<file path="config.mk">
export PLATFORM = sky130hd
export DESIGN_NAME = bcfb_ctrl
export DESIGN_NICKNAME = d
export VERILOG_FILES = /design/src/hdl/biquad_cascade_filter_bank_unit_assert.svh /design/src/hdl/bcfb_pkg.sv /design/src/hdl/bcfb_ctrl.sv
export SDC_FILE = /design/constraint.sdc
export NUM_CORES = 1
export LEC_CHECK = 0
export BUFFER_PORTS_ARGS = -buffer_cell sky130_fd_sc_hd__buf_2
export CORE_ASPECT_RATIO = 0.6
export CORE_UTILIZATION = 35
export DETAILED_ROUTE_END_ITERATION = 10
export PLACE_DENSITY = 0.62
export SLEW_MARGIN = 20
export SYNTH_ARGS = -nofsm -noshare
export SYNTH_HDL_FRONTEND = slang
export SYNTH_SLANG_ARGS = --single-unit
</file>
<file path="constraint.sdc">
create_clock -name clk_i -period 4.8 [get_ports clk_i]
set_input_delay 0.96 -clock clk_i [delete_from_list [all_inputs] [get_ports clk_i]]
set_output_delay 0.96 -clock clk_i [all_outputs]
set_load 0.03 [all_outputs]
</file>
<file path="src/hdl/biquad_cascade_filter_bank_unit_assert.svh">
// Assertion macros for the filter bank.
`ifndef BIQUAD_CASCADE_FILTER_BANK_UNIT_ASSERT_SVH
`define BIQUAD_CASCADE_FILTER_BANK_UNIT_ASSERT_SVH
`ifndef SYNTHESIS
`define BCFB_ASSERT(lbl, clk, rst_n, prop) \
  lbl: assert property (@(posedge clk) disable iff (!rst_n) prop) \
    else $error("bcfb assertion failed");
`define BCFB_ASSERT_CLK(lbl, clk, prop) \
  lbl: assert property (@(posedge clk) prop) else $error("bcfb assertion failed");
`else
`define BCFB_ASSERT(lbl, clk, rst_n, prop)
`define BCFB_ASSERT_CLK(lbl, clk, prop)
`endif
`endif

</file>
<file path="src/hdl/bcfb_pkg.sv">
`timescale 1ns / 1ps
`default_nettype none
package bcfb_pkg;
  localparam int MAX_FILTERS  = 8;
  localparam int MAX_SECTIONS = 4;
  localparam int COEFS        = 6;
  localparam int FW  = $clog2(MAX_FILTERS);
  localparam int SW  = $clog2(MAX_SECTIONS);
  localparam int CAW = $clog2(MAX_FILTERS * MAX_SECTIONS * COEFS);
  localparam int CDEPTH = MAX_FILTERS * MAX_SECTIONS * COEFS;
  localparam int DAW = FW + SW + 1;
  localparam int DDEPTH = MAX_FILTERS * MAX_SECTIONS * 2;
  localparam logic [3:0] MAXF4 = 4'(MAX_FILTERS);
  localparam logic [2:0] MAXS3 = 3'(MAX_SECTIONS);
  localparam logic signed [31:0] ONE_Q30 = 32'sh4000_0000;

  localparam logic [2:0] C_B0 = 3'd0;
  localparam logic [2:0] C_B1 = 3'd1;
  localparam logic [2:0] C_B2 = 3'd2;
  localparam logic [2:0] C_A1 = 3'd4;
  localparam logic [2:0] C_A2 = 3'd5;
  localparam logic [2:0] C_LIMIT = 3'(COEFS);

  localparam logic [7:0] REG_FILTER_COUNT  = 8'd0;
  localparam logic [7:0] REG_SECTION_COUNT = 8'd1;

  typedef enum logic [1:0] {ST_IDLE, ST_START, ST_STEP, ST_EMIT} state_e;

  typedef enum logic [2:0] {
    STP_ISSUE, STP_A1W1, STP_A2W2, STP_B1W1, STP_W0, STP_B2W2, STP_B0W0, STP_Y
  } step_e;

  typedef struct packed {
    logic          load_x;
    logic          start;
    logic          step_en;
    step_e         step;
    logic [FW-1:0] filt;
    logic [SW-1:0] sect;
    logic          emit;
    logic          last;
    logic          coef_wr;
  } cmd_t;

  typedef struct packed {
    logic out_free;
  } stat_t;
endpackage
`default_nettype wire

</file>
<file path="src/hdl/bcfb_ctrl.sv">
`timescale 1ns / 1ps
`default_nettype none
module bcfb_ctrl
  import bcfb_pkg::*;
(
  input  logic       clk_i,
  input  logic       rst_ni,
  input  logic       in_valid_i,
  input  logic       in_func_i,
  output logic       in_ready_o,
  input  logic       cfg_valid_i,
  input  logic [7:0] cfg_index_i,
  input  logic [7:0] cfg_data_i,
  input  stat_t      stat_i,
  output cmd_t       cmd_o
);
  state_e        state_q, state_d;
  step_e         step_q, step_d;
  logic [FW-1:0] f_q, f_d;
  logic [SW-1:0] s_q, s_d;
  logic [3:0]    fc_q;
  logic [2:0]    sc_q;
  logic [3:0]    nf;
  logic [2:0]    ns;
  logic          accept, last_f, last_s;

  assign nf     = (fc_q > MAXF4) ? MAXF4 : fc_q;
  assign ns     = (sc_q > MAXS3) ? MAXS3 : sc_q;
  assign accept = in_valid_i && (state_q == ST_IDLE);
  assign last_f = (4'({1'b0, f_q}) + 4'd1) == nf;
  assign last_s = (3'({1'b0, s_q}) + 3'd1) == ns;

  always_ff @(posedge clk_i or negedge rst_ni) begin
    if (!rst_ni) begin
      fc_q <= MAXF4;
      sc_q <= MAXS3;
    end else if (cfg_valid_i) begin
      unique case (cfg_index_i)
        REG_FILTER_COUNT:  fc_q <= cfg_data_i[3:0];
        REG_SECTION_COUNT: sc_q <= cfg_data_i[2:0];
        default: ;
      endcase
    end
  end

  always_comb begin
    state_d = state_q;
    step_d  = step_q;
    f_d     = f_q;
    s_d     = s_q;
    unique case (state_q)
      ST_IDLE: begin
        if (accept && !in_func_i && nf != 4'd0) begin
          f_d     = '0;
          state_d = ST_START;
        end
      end
      ST_START: begin
        s_d     = '0;
        step_d  = STP_ISSUE;
        state_d = (ns == 3'd0) ? ST_EMIT : ST_STEP;
      end
      ST_STEP: begin
        step_d = step_e'(3'(step_q) + 3'd1);
        if (step_q == STP_Y) begin
          if (last_s) state_d = ST_EMIT;
          else s_d = s_q + SW'(1);
        end
      end
      ST_EMIT: begin
        if (stat_i.out_free) begin
          if (last_f) state_d = ST_IDLE;
          else begin
            f_d     = f_q + FW'(1);
            state_d = ST_START;
          end
        end
      end
      default: state_d = ST_IDLE;
    endcase
  end

  always_comb begin
    in_ready_o    = (state_q == ST_IDLE);
    cmd_o.load_x  = accept && !in_func_i;
    cmd_o.coef_wr = accept && in_func_i;
    cmd_o.start   = (state_q == ST_START);
    cmd_o.step_en = (state_q == ST_STEP);
    cmd_o.step    = step_q;
    cmd_o.filt    = f_q;
    cmd_o.sect    = s_q;
    cmd_o.emit    = (state_q == ST_EMIT) && stat_i.out_free;
    cmd_o.last    = last_f;
  end

  always_ff @(posedge clk_i or negedge rst_ni) begin
    if (!rst_ni) begin
      state_q <= ST_IDLE;
      step_q  <= STP_ISSUE;
      f_q     <= '0;
      s_q     <= '0;
    end else begin
      state_q <= state_d;
      step_q  <= step_d;
      f_q     <= f_d;
      s_q     <= s_d;
    end
  end
endmodule
`default_nettype wire

</file>
* Word-level counts from Yosys, hierarchy flattened
Cells that the tools add are included.
** Operators by class
- Order comparisons :: 2
- Muxes and demuxes :: 17
- Reductions and logical operators :: 17
- Equal/unequal tests :: 13
- Add/subtract/negate cells :: 5
** Operator list (count)
- 2-to-1 mux 2 bit :: 6
- 2-to-1 mux 3 bit :: 4
- one-hot mux 3 bit (2 select lines) :: 2
- == test 8 x 1 -> 1 bit, second input constant :: 1
- zero test 8 bit :: 1
- one-hot mux 2 bit (4 select lines) :: 1
- AND reduction 4 bit :: 2
- adder 3 x 1 -> 3 bit, second input constant :: 2
- inequality test 2 x 1 -> 1 bit, second input constant :: 3
- inequality test 2 bit, second input constant :: 3
- logical AND 1 bit :: 5
- adder 3 x 1 -> 4 bit, second input constant :: 1
- == test 2 bit, second input constant :: 2
- == test 4 bit :: 1
- greater-than comparator 4 bit, second input constant :: 1
- 2-to-1 mux 4 bit :: 1
- one-hot mux 2 bit (2 select lines) :: 1
- AND reduction 2 bit :: 2
- nonzero test 2 bit :: 2
- nonzero test 4 bit :: 1
- adder 2 x 1 -> 3 bit, second input constant :: 1
- == test 3 bit :: 1
- == test 3 bit, second input constant :: 1
- greater-than comparator 3 bit, second input constant :: 1
- 7 further kinds :: 8
** Word-level totals
- Output and inout bits :: 15
- Logic and storage cells :: 60
- Bits of input ports :: 22
- Register bits after elaboration :: 17

* Longest topological paths before layout
Gate-level depths: netlist (run 1).
- Depth after elaboration :: 6
- Gate-level depth with buffers :: 6
- Mapped depth without buffers :: 6

* Worst setup path after synthesis (run 1)
OpenSTA, ideal clock, no wires.
- Kind :: register to output
- Start :: register f_q[0]
- End :: output cmd_o[1] in the netlist's numbering
- Data arrival time :: 1900 ps
- Setup slack :: 1940 ps
- Cell stages (with the launch flop) :: 6
- Data required time :: 3840 ps
- Path buffers :: 1
- Cells stage by stage :: dfrtp_1 -> ha_1 -> or3_1 -> a211oi_1 -> o311a_4 -> buf_4
** On the way
- Word-level cells in the longest chain between the ends :: 2
** Ends and longest elaborated chain
- start, declared :: line bcfb_ctrl.sv:19 : logic [FW-1:0] f_q, f_d;
- start signal, assigned :: line bcfb_ctrl.sv:100 : f_q <= '0;
- start signal, assigned :: line bcfb_ctrl.sv:105 : f_q <= f_d;
- adder 3 x 1 -> 4 bit :: line bcfb_ctrl.sv:30 : assign last_f = (4'({1'b0, f_q}) + 4'd1) == nf;
- == test 4 bit :: line bcfb_ctrl.sv:30
- end, declared :: line bcfb_ctrl.sv:15 : output cmd_t cmd_o
Every way passes these cells.

==> results of run 1 <==
[where the power goes]
group	internal, uW	switching [uW]	leakage, uW
clock	57.5	47.5	0.0000255
combinational	129	203	0.000458
sequential	172	32.5	0.000220
total	359	282	0.000703
[final cells by class]
type / instances / area [sq um]
fill: 278 / 1569
multi-input combinational: 80 / 626.9
clock buffer: 3 / 41.29
inverter: 7 / 26.28
tap: 42 / 52.55
sequential: 17 / 427.9
timing repair buffer: 32 / 160.2
clock inverter: 1 / 5.005
[path summary, 6_finish.rpt]
kind,start,to,slack [ps],depth (start not counted)
worst max-delay path,f_q[0],cmd_o[1],1610,5
worst min-delay path,step_q[0],step_q[0],520,1
worst max register to register,f_q[0],state_q[0],2560,6
worst min register to register,step_q[0],step_q[0],520,1
max in group asynchronous,rst_ni,fc_q[3],3860,1
min in group asynchronous,rst_ni,f_q[1],630,1
[critical path, cell delays in order, from the launching register on]
cell and delay [ps]:
sky130_fd_sc_hd__dfrtp_1 460, sky130_fd_sc_hd__ha_1 390, sky130_fd_sc_hd__or3_1 390, sky130_fd_sc_hd__a211oi_1 280, sky130_fd_sc_hd__o311a_4 240, sky130_fd_sc_hd__buf_2 210
[placed cells by master (no fill, tap or decap), drive strengths merged, types with 2 or more instances in the layout]
| master | netlist | layout |
|---|---|---|
| and3 | 4 | 4 |
| nand2b | 3 | 3 |
| dfstp | 2 | 2 |
| mux2 | 8 | 8 |
| mux2i | 2 | 2 |
| nor3 | 5 | 5 |
| nor4 | 4 | 4 |
| xor2 | 2 | 2 |
| nand2 | 10 | 10 |
| clkbuf | 0 | 3 |
| inv | 7 | 7 |
| o21ai | 7 | 7 |
| a211o | 3 | 3 |
| and2 | 2 | 2 |
| xnor2 | 2 | 2 |
| dfrtp | 15 | 15 |
| buf | 1 | 32 |
| ha | 9 | 9 |
| a211oi | 2 | 2 |
| nand3 | 3 | 3 |
| nor2 | 2 | 2 |
[per-layer routing]
| metal | routed length (microns) | vias to the layer above | global-route usage [%] |
|---|---|---|---|
| li1 | - | 450 | - |
| met1 | 1192 | 428 | 19.61 |
| met2 | 981 | 23 | 23.27 |
| met3 | 143 | 2 | 4.688 |
| met4 | 8 | 0 | 3.462 |
| met5 | 0 | - | 0 |
[registers in the layout, indices dropped and copies added, names as in the netlist]
signal	cells
sc_q	3
f_q	3
s_q	2
step_q	3
fc_q	4
state_q	2
[through the flow]
step	instance area [sq um]	util, %
after floorplan	1089	-
after global placement	1294	44.47
after detailed placement	1294	44.47
after CTS	1340	46.06
after global routing	1340	46.06
final	1340	46.06
[logic make-up (layout without fill, tap and decap cells)]
| logic type | Yosys count | in the layout | share of synthesized area [%] |
|---|---|---|---|
| multiplexers | 10 | 10 | 10.12 |
| AND/OR/NAND/NOR | 40 | 40 | 22.07 |
| flip-flops | 17 | 17 | 39.31 |
| adder cells (fa/ha/maj) | 9 | 9 | 10.35 |
| AO/OA/AOI/OAI | 17 | 17 | 11.84 |
| XOR/XNOR | 4 | 4 | 3.219 |
| buffers and inverters | 8 | 43 | 3.104 |
==> Flow_metrics.wiki, run 1 <==
{| class="wikitable"
! Metric !! Value
|-
| Total Die Area || 3345 sq um
|-
| Ports placed on the boundary || 37
|-
| Deepest level of the CTS H-tree || 1
|-
| Detailed placer's ending HPWL || 1815 microns
|-
| Overall fraction of global-route tracks in use || 14.66%
|-
| Routability-driven placement congestion ratio || roughly 0.8
|-
| First DRT Iteration DRCs || 30
|-
| Initial antenna violation count || 0
|-
| Cells taking the most area after synthesis || sky130_fd_sc_hd__dfrtp_1 34%, sky130_fd_sc_hd__ha_1 10%, sky130_fd_sc_hd__mux2_2 8.3%, sky130_fd_sc_hd__dfstp_2 4.8%, sky130_fd_sc_hd__nand2_1 3.4%
|-
| Drt via density || 4.962
|-
| Number of clock sinks || 17
|-
| Reported leakage power || 0.0007035 uW
|-
| Most used standard cells in the synthesized netlist || 15 x sky130_fd_sc_hd__dfrtp_1, 10 x sky130_fd_sc_hd__nand2_1, 9 x sky130_fd_sc_hd__ha_1, 8 x sky130_fd_sc_hd__mux2_2
|-
| Maximum number of pins on one net before global-route repair || 18
|-
| Crit path capture type || primary output
|-
| Synth Warn # || 0
|-
| Class of the tightest hold or removal check || reg2reg
|-
| Hold violation count in the final report || 0
|-
| Status || completed
|-
| Final setup margin || 1613 ps
|-
| Number of inserted diodes || 0
|-
| Setup repair after global routing missed its margin || no
|-
| Post-CTS setup buffers || 0
|-
| Worst-path maximum fanout || 8
|-
| Syn Inst Count || about 110
|-
| Number of buffers created by CTS || 3
|-
| Clock Skews || 1.682 ps
|-
| Placed Instances || roughly 180
|-
| Sum of overflow across all layers after global routing || 0
|-
| Number of vias after detailed routing || 903
|-
| Number of nets with antenna violations after routing || 0
|-
| Via count of the first global-routing pass || 812
|-
| Mean cell area of the mapped netlist || slightly above 10 sq um
|-
| Worst Hold Slack || 523.4 ps
|-
| Hold buffer count at CTS || 0
|-
| Layout cell share with drive strength beyond 1 || 37.14%
|-
| Number of nets in the layout || 172
|-
| Wire length of the first global-routing pass || 3539 microns
|-
| Type of the worst setup path || reg2out
|-
| Number of pins exceeding their max-slew limit in the final report || 0
|-
| PostCTS Resize Cnt || 0
|-
| Buffer depth of the longest clock path || 2
|-
| Growth of design area from synthesis to finish || 23.10%
|-
| Residual DRC || 0
|-
| Sequential cell area fraction in the yosys report || 39.31%
|-
| Clock tree from TritonCTS || yes
|-
| Max rail drop VDD || 0.2612 mV
|-
| Data arrival at the endpoint of the critical path || 2230 ps
|-
| Width of the die || about 74 microns
|-
| Worst slack, placed || approximately 1900 ps
|-
| Number of rows in the core area || 15
|-
| Number of optimization iterations in the first detailed-route pass || 4
|-
| Initial Util || 37.42%
|-
| Wire per inst || around 13 microns
|-
| Final critical delay including setup and external delays || 3187 ps
|-
| Vert. Die Dim || 45.20 microns
|-
| Post-synthesis async set-or-reset flop share || 100.0%
|-
| Cell type with the largest total area after synthesis || sky130_fd_sc_hd__dfrtp_1
|-
| Ratio of total power to cell area || around 480 nW/um^2
|-
| Relative slew slack || roughly 64%
|-
| Tightest Pin Transition || between 500 and 600 ps
|-
| EDFF count, synth || 0
|-
| Clock transition time at the flip-flop clock pins of the worst setup and hold paths || 60 ps
|-
| Post-route clock period utilization || about two thirds
|-
| Mapped Area || roughly 1100 sq um
|-
| Cell with the most instances after synthesis || sky130_fd_sc_hd__dfrtp_1
|-
| Final WL || 2326 microns
|-
| CP required || around 3800 ps
|-
| Cell variety after synth || 34
|-
| Clock Latency Late Sink || 250 ps
|-
| Core area || 2909 sq um
|-
| Setup TNS Final || 0 ps
|-
| Kind of launch point of the worst setup path || flop
|-
| Post-route insts no fill || 182
|-
| Most used DFF post-synth || sky130_fd_sc_hd__dfrtp_1
|-
| Number of violations of the max-capacitance limit || 0
|-
| Net count after synthesis || 136
|-
| # setup viols final || 0
|-
| Flop and latch count out of synthesis || 17
|-
| Overall power of the completed layout || 641.7 uW
|-
| Maximum achievable frequency || 313.8 MHz
|-
| Port bufs || 32
|-
| Clock root buffer || sky130_fd_sc_hd__clkbuf_8
|-
| Area share of the largest cell type after synthesis || 34.48%
|}
Note: power is estimated with default switching activity, not from simulation.
==> run 2, diff against run 1 <==
--- a/config.mk
+++ b/config.mk
@@ -5,11 +5,12 @@
 export SDC_FILE = /design/constraint.sdc
 export NUM_CORES = 1
 export LEC_CHECK = 0
+export ABC_AREA = 1
 export BUFFER_PORTS_ARGS = -buffer_cell sky130_fd_sc_hd__buf_2
 export CORE_ASPECT_RATIO = 0.6
 export CORE_UTILIZATION = 35
 export DETAILED_ROUTE_END_ITERATION = 10
-export PLACE_DENSITY = 0.62
+export PLACE_DENSITY = 0.64
 export SLEW_MARGIN = 20
 export SYNTH_ARGS = -nofsm -noshare
 export SYNTH_HDL_FRONTEND = slang
==> constraint.sdc (replaced) <==
create_clock -name clk_i -period 2.64 [get_ports clk_i]
set_input_delay 0.528 -clock clk_i [delete_from_list [all_inputs] [get_ports clk_i]]
set_output_delay 0.528 -clock clk_i [all_outputs]
set_load 0.03 [all_outputs]
==> Flow_metrics.wiki, run 2 <==
{| class="wikitable"
! Metric !! Value
|-
| Crit path capture type || primary output
|-
| Total Die Area || 3545 sq um (+6.0%)
|-
| Drt via density || 4.343 (-12%)
|-
| Internal power component || 635.6 uW (+77%)
|-
| Number of vias after detailed routing || 1051 (+16%)
|-
| Setup TNS Final || 0 ps (unchanged)
|-
| Flop and latch count out of synthesis || 17 (unchanged)
|-
| Post-CTS setup buffers || 0 (unchanged)
|-
| Number of nets in the layout || 232 (+35%)
|-
| Critical path origin || f_q[0]
|-
| Detailed placer's ending HPWL || 1902 microns (+4.8%)
|-
| Cell variety after synth || 21 (-38%)
|-
| Clock Skews || 2.019 ps (+0.3375 ps)
|-
| Synth Warn # || 0 (unchanged)
|-
| Hold buffer count at CTS || 0 (unchanged)
|-
| Max rail drop VDD || 0.5486 mV (+110%)
|-
| Deepest level of the CTS H-tree || 1 (unchanged)
|-
| Cell type with the largest total area after synthesis || sky130_fd_sc_hd__dfrtp_1
|-
| Final WL || 2374 microns (+2.1%)
|-
| Ports placed on the boundary || 37 (unchanged)
|-
| Number of rows in the core area || 15 (unchanged)
|-
| Final std cell area, no fill || 1408 sq um (+5.0%)
|-
| Timing endpoint of the critical path || cmd_o[1]
|-
| Maximum achievable frequency || 434.6 MHz
|-
| Post-route insts no fill || 242 (+33%)
|-
| First DRT Iteration DRCs || 37 (+23%)
|-
| Net count after synthesis || 196 (+44%)
|-
| Placed Instances || 238 (+34%)
|-
| Cell with the most instances after synthesis || sky130_fd_sc_hd__nand2_1
|-
| Sequential cell area fraction in the yosys report || 37.01% (-2.3 points)
|-
| Clock root buffer || sky130_fd_sc_hd__clkbuf_8
|-
| Relative slew slack || 73.33% (+8.9 points)
|-
| Combinational fraction of design power || 53.3% (+1.6 points)
|-
| Register ranked first by flip-flop count || fc_q
|-
| EDFF count, synth || 0 (unchanged)
|-
| Vert. Die Dim || 46.52 microns (+2.9%)
|-
| Data arrival at the endpoint of the critical path || 1770 ps (-460 ps)
|-
| Hold violation count in the final report || 0 (unchanged)
|-
| Startpoint of the worst register-to-register path || state_q[0]
|-
| Clock Latency Late Sink || 250 ps (about the same)
|-
| Ratio of total power to cell area || 856.9 nW/um^2 (+79%)
|-
| PostCTS Resize Cnt || 0 (unchanged)
|-
| Number of inserted diodes || 0 (unchanged)
|-
| Mean cell area of the mapped netlist || 7.007 sq um (-32%)
|-
| Clock tree from TritonCTS || yes
|-
| Via count of the first global-routing pass || 862 (+6.2%)
|-
| Worst slack, placed || 596.7 ps (-1294 ps)
|-
| Initial Util || 38.50% (+1.1 points)
|-
| Final setup margin || 339.1 ps (-1274 ps)
|-
| Sum of overflow across all layers after global routing || 0 (unchanged)
|-
| Post-route clock period utilization || 87.16%
|-
| Initial antenna violation count || 0 (unchanged)
|-
| Residual DRC || 0 (unchanged)
|-
| Worst reg2reg path depth || 9 (+3)
|-
| Wire length of the first global-routing pass || 3953 microns (+12%)
|-
| Post-synthesis async set-or-reset flop share || 100.0% (unchanged)
|-
| Most used standard cells in the synthesized netlist || 50 x sky130_fd_sc_hd__nand2_1, 26 x sky130_fd_sc_hd__inv_1, 20 x sky130_fd_sc_hd__nor2_1, 15 x sky130_fd_sc_hd__dfrtp_1, 11 x sky130_fd_sc_hd__nand3_1
|-
| Routability-driven placement congestion ratio || 0.7598 (-2.8%)
|-
| Tightest Pin Transition || 400.0 ps (-128.4 ps)
|-
| Status || completed
|-
| Class of the tightest hold or removal check || in2async
|-
| Type of the worst setup path || reg2out
|-
| Number of violations of the max-capacitance limit || 0 (unchanged)
|-
| Endpoint of the lowest-slack register-to-register path || f_q[2]
|-
| Growth of design area from synthesis to finish || 21.75%
|-
| Net switching component of the power || 570.6 uW (+100%)
|-
| Buffer depth of the longest clock path || 2 (unchanged)
|-
| Core area || 3003 sq um (+3.2%)
|-
| Setup repair after global routing missed its margin || no
|-
| Worst Hold Slack || 198.3 ps (-325.1 ps)
|-
| Port bufs || 32 (unchanged)
|-
| CP required || 2110 ps (-1730 ps)
|-
| Cells taking the most area after synthesis || sky130_fd_sc_hd__dfrtp_1 32%, sky130_fd_sc_hd__nand2_1 16%, sky130_fd_sc_hd__ha_1 9.7%, sky130_fd_sc_hd__inv_1 8.4%, sky130_fd_sc_hd__nor2_1 6.5%
|-
| Layout cell share with drive strength beyond 1 || 23.00% (-14 points)
|-
| Maximum number of pins on one net before global-route repair || 18 (unchanged)
|-
| Number of buffers created by CTS || 3 (unchanged)
|-
| # setup viols final || 0 (unchanged)
|-
| Proportion of power drawn by the clock network || 15.8% (-0.6 points)
|-
| Area share of the largest cell type after synthesis || 32.47% (-2.0 points)
|-
| Top library cells by usage in the layout, fill and taps aside || 50 x sky130_fd_sc_hd__nand2_1, 32 x sky130_fd_sc_hd__buf_2, 26 x sky130_fd_sc_hd__inv_1
|-
| Worst-path maximum fanout || 9 (+1)
|-
| Number of clock sinks || 17 (unchanged)
|-
| Most used DFF post-synth || sky130_fd_sc_hd__dfrtp_1
|-
| Syn Inst Count || 165 (+57%)
|-
| Fraction of power spent switching nets || 47.31% (+3.3 points)
|-
| Mapped Area || 1156 sq um (+6.2%)
|-
| Clock transition time at the flip-flop clock pins of the worst setup and hold paths || 60 ps (about the same)
|-
| Flip-flop count of the largest register after layout || 4 (unchanged)
|-
| Reported leakage power || 0.0008152 uW (+16%)
|-
| Final critical delay including setup and external delays || 2301 ps
|-
| Number of nets with antenna violations after routing || 0 (unchanged)
|-
| Commonest non-fill, non-tap cell in the layout || sky130_fd_sc_hd__nand2_1
|-
| Part of the total power dissipated in sequential elements || 30.9% (-1.0 points)
|-
| Wire per inst || 9.810 microns (-23%)
|-
| Minimum setup slack among reg-to-reg paths || 900 ps (-1660 ps)
|-
| Width of the die || 76.20 microns (+3.0%)
|-
| Number of optimization iterations in the first detailed-route pass || 4 (unchanged)
|-
| Dpl cell area || 1361 sq um (+5.2%)
|-
| Kind of launch point of the worst setup path || flop
|-
| Overall fraction of global-route tracks in use || 14.94% (+0.28 points)
|-
| Number of pins exceeding their max-slew limit in the final report || 0 (unchanged)
|}
==> run 2: changes by cell type after synthesis, sizes merged, moves of 4 or more <==
cell   change
inv       +20
nor3       -4
nand2     +42
nand3      +9
a21oi      +6
mux2       -8
and3       -4
nor2      +19
nand4      +6
==> run 2: metal layers <==
layer | global-route usage (%) | routed length, microns
met3 | 6.139 | 173
met1 | 21.86 | 1408
met4 | 2.308 | 0
met5 | 0 | 0
met2 | 20.36 | 792
==> run 2: kinds of logic after synthesis <==
group                      Yosys count  share of synthesized area (%)
buffers and inverters               28                          9.415
DFF                                 17                          37.01
AOI/OAI and AO/OA                   15                          7.468
adders and majority gates            9                          9.740
and+or+nand+nor                     96                          36.36
==> run 2: worst max-delay path: stages, from the launching register on <==
cell and delay (ps):
sky130_fd_sc_hd__dfrtp_1 480, sky130_fd_sc_hd__ha_1 350, sky130_fd_sc_hd__nand3b_1 110, sky130_fd_sc_hd__nand2_1 50, sky130_fd_sc_hd__nor2_1 140, sky130_fd_sc_hd__inv_1 50
sky130_fd_sc_hd__nor2_1 130, sky130_fd_sc_hd__buf_2 210
==> run 2: worst min path at each step <==
| stage | start | end | cells after the start |
|---|---|---|---|
| 2_1_floorplan | rst_ni | f_q[0] | 0 |
| 3_3_place_gp | rst_ni | fc_q[2] | 1 |
| 3_5_place_dp | rst_ni | fc_q[2] | 1 |
| 4_1_cts | rst_ni | f_q[0] | 1 |
| 5_1_grt | rst_ni | f_q[0] | 1 |
| 6_report | rst_ni | fc_q[2] | 1 |
==> run 2: cell type report <==
class	instances	area [sq um]
clock inverter	1	5.005
multi-input combinational	120	619.3
inverter	27	101.3
sequential	17	427.9
fill	328	1595
clock buffer	3	41.29
tap	42	52.55
timing repair buffer	32	160.2
==> run 2: metrics by stage <==
stage          power, uW  utilization (%)
2_1_floorplan      863.3                -
3_3_place_gp        1018            45.33
3_5_place_dp        1016            45.33
4_1_cts             1216            46.88
5_1_grt             1322            46.88
6_report            1206            46.88
==> run 2: power by group through the flow <==
stage,clock [uW],sequential [uW],combinational [uW]
3_3_place_gp,0,377,641
2_1_floorplan,0,422,441
4_1_cts,200,372,644
3_5_place_dp,0,377,640
6_report,191,373,642
5_1_grt,216,383,724
==> run 3, diff against run 2 <==
--- a/config.mk
+++ b/config.mk
@@ -5,7 +5,6 @@
 export SDC_FILE = /design/constraint.sdc
 export NUM_CORES = 1
 export LEC_CHECK = 0
-export ABC_AREA = 1
 export BUFFER_PORTS_ARGS = -buffer_cell sky130_fd_sc_hd__buf_2
 export CORE_ASPECT_RATIO = 0.6
 export CORE_UTILIZATION = 35
==> Flow_metrics.wiki, run 3 (synthesis gave the netlist of run 1 again) <==
{| class="wikitable"
! Metric !! Value
|-
| Status || completed
|-
| Post-route clock period utilization || 96.68% (+9.5 points)
|-
| Flip-flop count of the largest register after layout || 4 (unchanged)
|-
| Number of violations of the max-capacitance limit || 0 (unchanged)
|-
| Buffer depth of the longest clock path || 2 (unchanged)
|-
| Overall fraction of global-route tracks in use || 15.31% (+0.37 points)
|-
| Hold violation count in the final report || 0 (unchanged)
|-
| Number of nets with antenna violations after routing || 0 (unchanged)
|-
| CP required || 2110 ps (about the same)
|-
| Via count of the first global-routing pass || 816 (-5.3%)
|-
| Register ranked first by flip-flop count || fc_q
|-
| Number of inserted diodes || 0 (unchanged)
|-
| Ratio of total power to cell area || 873.9 nW/um^2 (+2.0%)
|-
| Deepest level of the CTS H-tree || 1 (unchanged)
|-
| Reported leakage power || 0.0007012 uW (-14%)
|-
| First DRT Iteration DRCs || 50 (+35%)
|-
| Relative slew slack || 61.40% (-12 points)
|-
| Final critical delay including setup and external delays || 2552 ps (+251.4 ps)
|-
| Maximum number of pins on one net before global-route repair || 18 (unchanged)
|-
| Sum of overflow across all layers after global routing || 0 (unchanged)
|-
| Minimum setup slack among reg-to-reg paths || 520 ps (-380 ps)
|-
| Residual DRC || 0 (unchanged)
|-
| Data arrival at the endpoint of the critical path || 2020 ps (+250 ps)
|-
| Tightest Pin Transition || 572.9 ps (+172.9 ps)
|-
| Routability-driven placement congestion ratio || 0.7410 (-2.5%)
|-
| Number of nets in the layout || 172 (-26%)
|-
| Number of pins exceeding their max-slew limit in the final report || 0 (unchanged)
|-
| Wire length of the first global-routing pass || 3670 microns (-7.2%)
|-
| Detailed placer's ending HPWL || 1833 microns (-3.6%)
|-
| Final std cell area, no fill || 1359 sq um (-3.5%)
|-
| Core area || 2909 sq um (-3.1%)
|-
| Width of the die || 74.00 microns (-2.9%)
|-
| Clock tree from TritonCTS || yes
|-
| Clock transition time at the flip-flop clock pins of the worst setup and hold paths || 60 ps (about the same)
|-
| Number of optimization iterations in the first detailed-route pass || 3 (-1)
|-
| Endpoint of the lowest-slack register-to-register path || f_q[1]
|-
| Dpl cell area || 1294 sq um (-5.0%)
|-
| Setup TNS Final || 0 ps (unchanged)
|-
| Number of clock sinks || 17 (unchanged)
|-
| Maximum achievable frequency || 391.8 MHz (-9.8%)
|-
| Startpoint of the worst register-to-register path || f_q[0]
|-
| Number of buffers created by CTS || 3 (unchanged)
|-
| Class of the tightest hold or removal check || in2async
|-
| Drt via density || 4.967 (+14%)
|-
| Max rail drop VDD || 0.3942 mV (-28%)
|-
| Type of the worst setup path || reg2out
|-
| Crit path capture type || primary output
|-
| Initial Util || 37.42% (-1.1 points)
|-
| Growth of design area from synthesis to finish || 24.83%
|-
| Post-route insts no fill || 182 (-25%)
|-
| Kind of launch point of the worst setup path || flop
|-
| # setup viols final || 0 (unchanged)
|-
| Commonest non-fill, non-tap cell in the layout || sky130_fd_sc_hd__buf_2
|-
| Number of rows in the core area || 15 (unchanged)
|-
| Top library cells by usage in the layout, fill and taps aside || 31 x sky130_fd_sc_hd__buf_2, 15 x sky130_fd_sc_hd__dfrtp_1, 10 x sky130_fd_sc_hd__nand2_1
|-
| Layout cell share with drive strength beyond 1 || 37.86% (+15 points)
|-
| Filler Cell Count || 298 (-9.1%)
|-
| Post-CTS setup buffers || 0 (unchanged)
|-
| Met1 Wirelength || 1152 microns (-18%)
|-
| Worst reg2reg path depth || 6 (-3)
|-
| Vert. Die Dim || 45.20 microns (-2.8%)
|-
| Met3 wirelength from detailed routing || 132 microns (-24%)
|-
| Clock Latency Late Sink || 250 ps (about the same)
|-
| Metal2 WL || 1044 microns (+32%)
|-
| Total Die Area || 3345 sq um (-5.6%)
|-
| Highest routing layer actually used || met4
|-
| Worst Hold Slack || 198.5 ps (+0.1570 ps)
|-
| Clock root buffer || sky130_fd_sc_hd__clkbuf_8
|-
| Initial antenna violation count || 0 (unchanged)
|-
| Clock Skews || 1.396 ps (-0.6238 ps)
|-
| Ports placed on the boundary || 37 (unchanged)
|-
| Number of vias after detailed routing || 904 (-14%)
|-
| Final WL || 2338 microns (-1.5%)
|-
| Wire per inst || 12.85 microns (+31%)
|-
| Placed Instances || 178 (-25%)
|-
| Port bufs || 32 (unchanged)
|-
| Worst-path maximum fanout || 8 (-1)
|-
| Setup repair after global routing missed its margin || no
|}
run 3: cell types whose count changed in the layout (fill, tap and decap cells not counted), moves of 4 or more:
cell,change
sky130_fd_sc_hd__nand3_1,-8
sky130_fd_sc_hd__nand4_1,-6
sky130_fd_sc_hd__mux2_2,+8
sky130_fd_sc_hd__a21oi_1,-5
sky130_fd_sc_hd__nand2_1,-40
sky130_fd_sc_hd__nor3_1,+4
sky130_fd_sc_hd__nor2_1,-18
sky130_fd_sc_hd__o21ai_1,-4
sky130_fd_sc_hd__inv_1,-19
run 3: power by group:
group	switching (uW)	internal (uW)	leakage (uW)	total (uW)
clock	84.1	107	0.0000228	191
sequential	64.1	313	0.000220	377
combinational	368	251	0.000459	619
run 3: metal layers:
layer / global-route usage, % / vias to the layer above
li1: - / 452
met2: 24.91 / 22
met4: 4.615 / 0
met5: 0 / -
met1: 19.36 / 428
met3: 5.357 / 2
run 3: layout make-up:
| class | count | area (sq um) | share of cell area [%] |
|---|---|---|---|
| Multi-Input combinational cell | 80 | 644.4 | 47.42 |
| Sequential cell | 17 | 427.9 | 31.49 |
| Timing Repair Buffer | 32 | 162.7 | 11.97 |
| Tap cell | 42 | 52.55 | 3.867 |
| Clock buffer | 4 | 45.04 | 3.315 |
| Inverter | 7 | 26.28 | 1.934 |
run 3: timing repair:
action | 4_1_cts | 5_1_grt
gates resized for setup | 2 | 1
endpoints found under the setup margin | 1 | 1
hold buffers | 0 | 0
run 3: through the flow:
step | power (uW) | utilization (%) | worst slack (ps)
finish | 1188 | 46.71 | 87.70
global route | 1286 | 46.71 | 23.16
CTS | 1180 | 46.28 | 14.71
detailed placement | 979.6 | 44.47 | 205.2
global placement | 960.1 | 44.47 | 245.6
floorplan | 823.6 | - | 212.3
run 3: worst max-delay path, cell delays in order, from the launching register on:
cell,delay [ps]
sky130_fd_sc_hd__dfrtp_1,470
sky130_fd_sc_hd__ha_4,280
sky130_fd_sc_hd__or3_1,370
sky130_fd_sc_hd__a211oi_2,230
sky130_fd_sc_hd__o311a_4,240
sky130_fd_sc_hd__buf_4,180
run 3: worst max-delay path by stage:
stage	startpoint	to	slack, ps	cells past startpoint
after global routing	f_q[0]	cmd_o[1]	20	5
final	f_q[0]	cmd_o[1]	90	5
after CTS	f_q[0]	cmd_o[1]	10	5
after floorplan	f_q[0]	cmd_o[1]	210	5
after detailed placement	f_q[0]	cmd_o[1]	210	5
after global placement	f_q[0]	cmd_o[1]	250	5
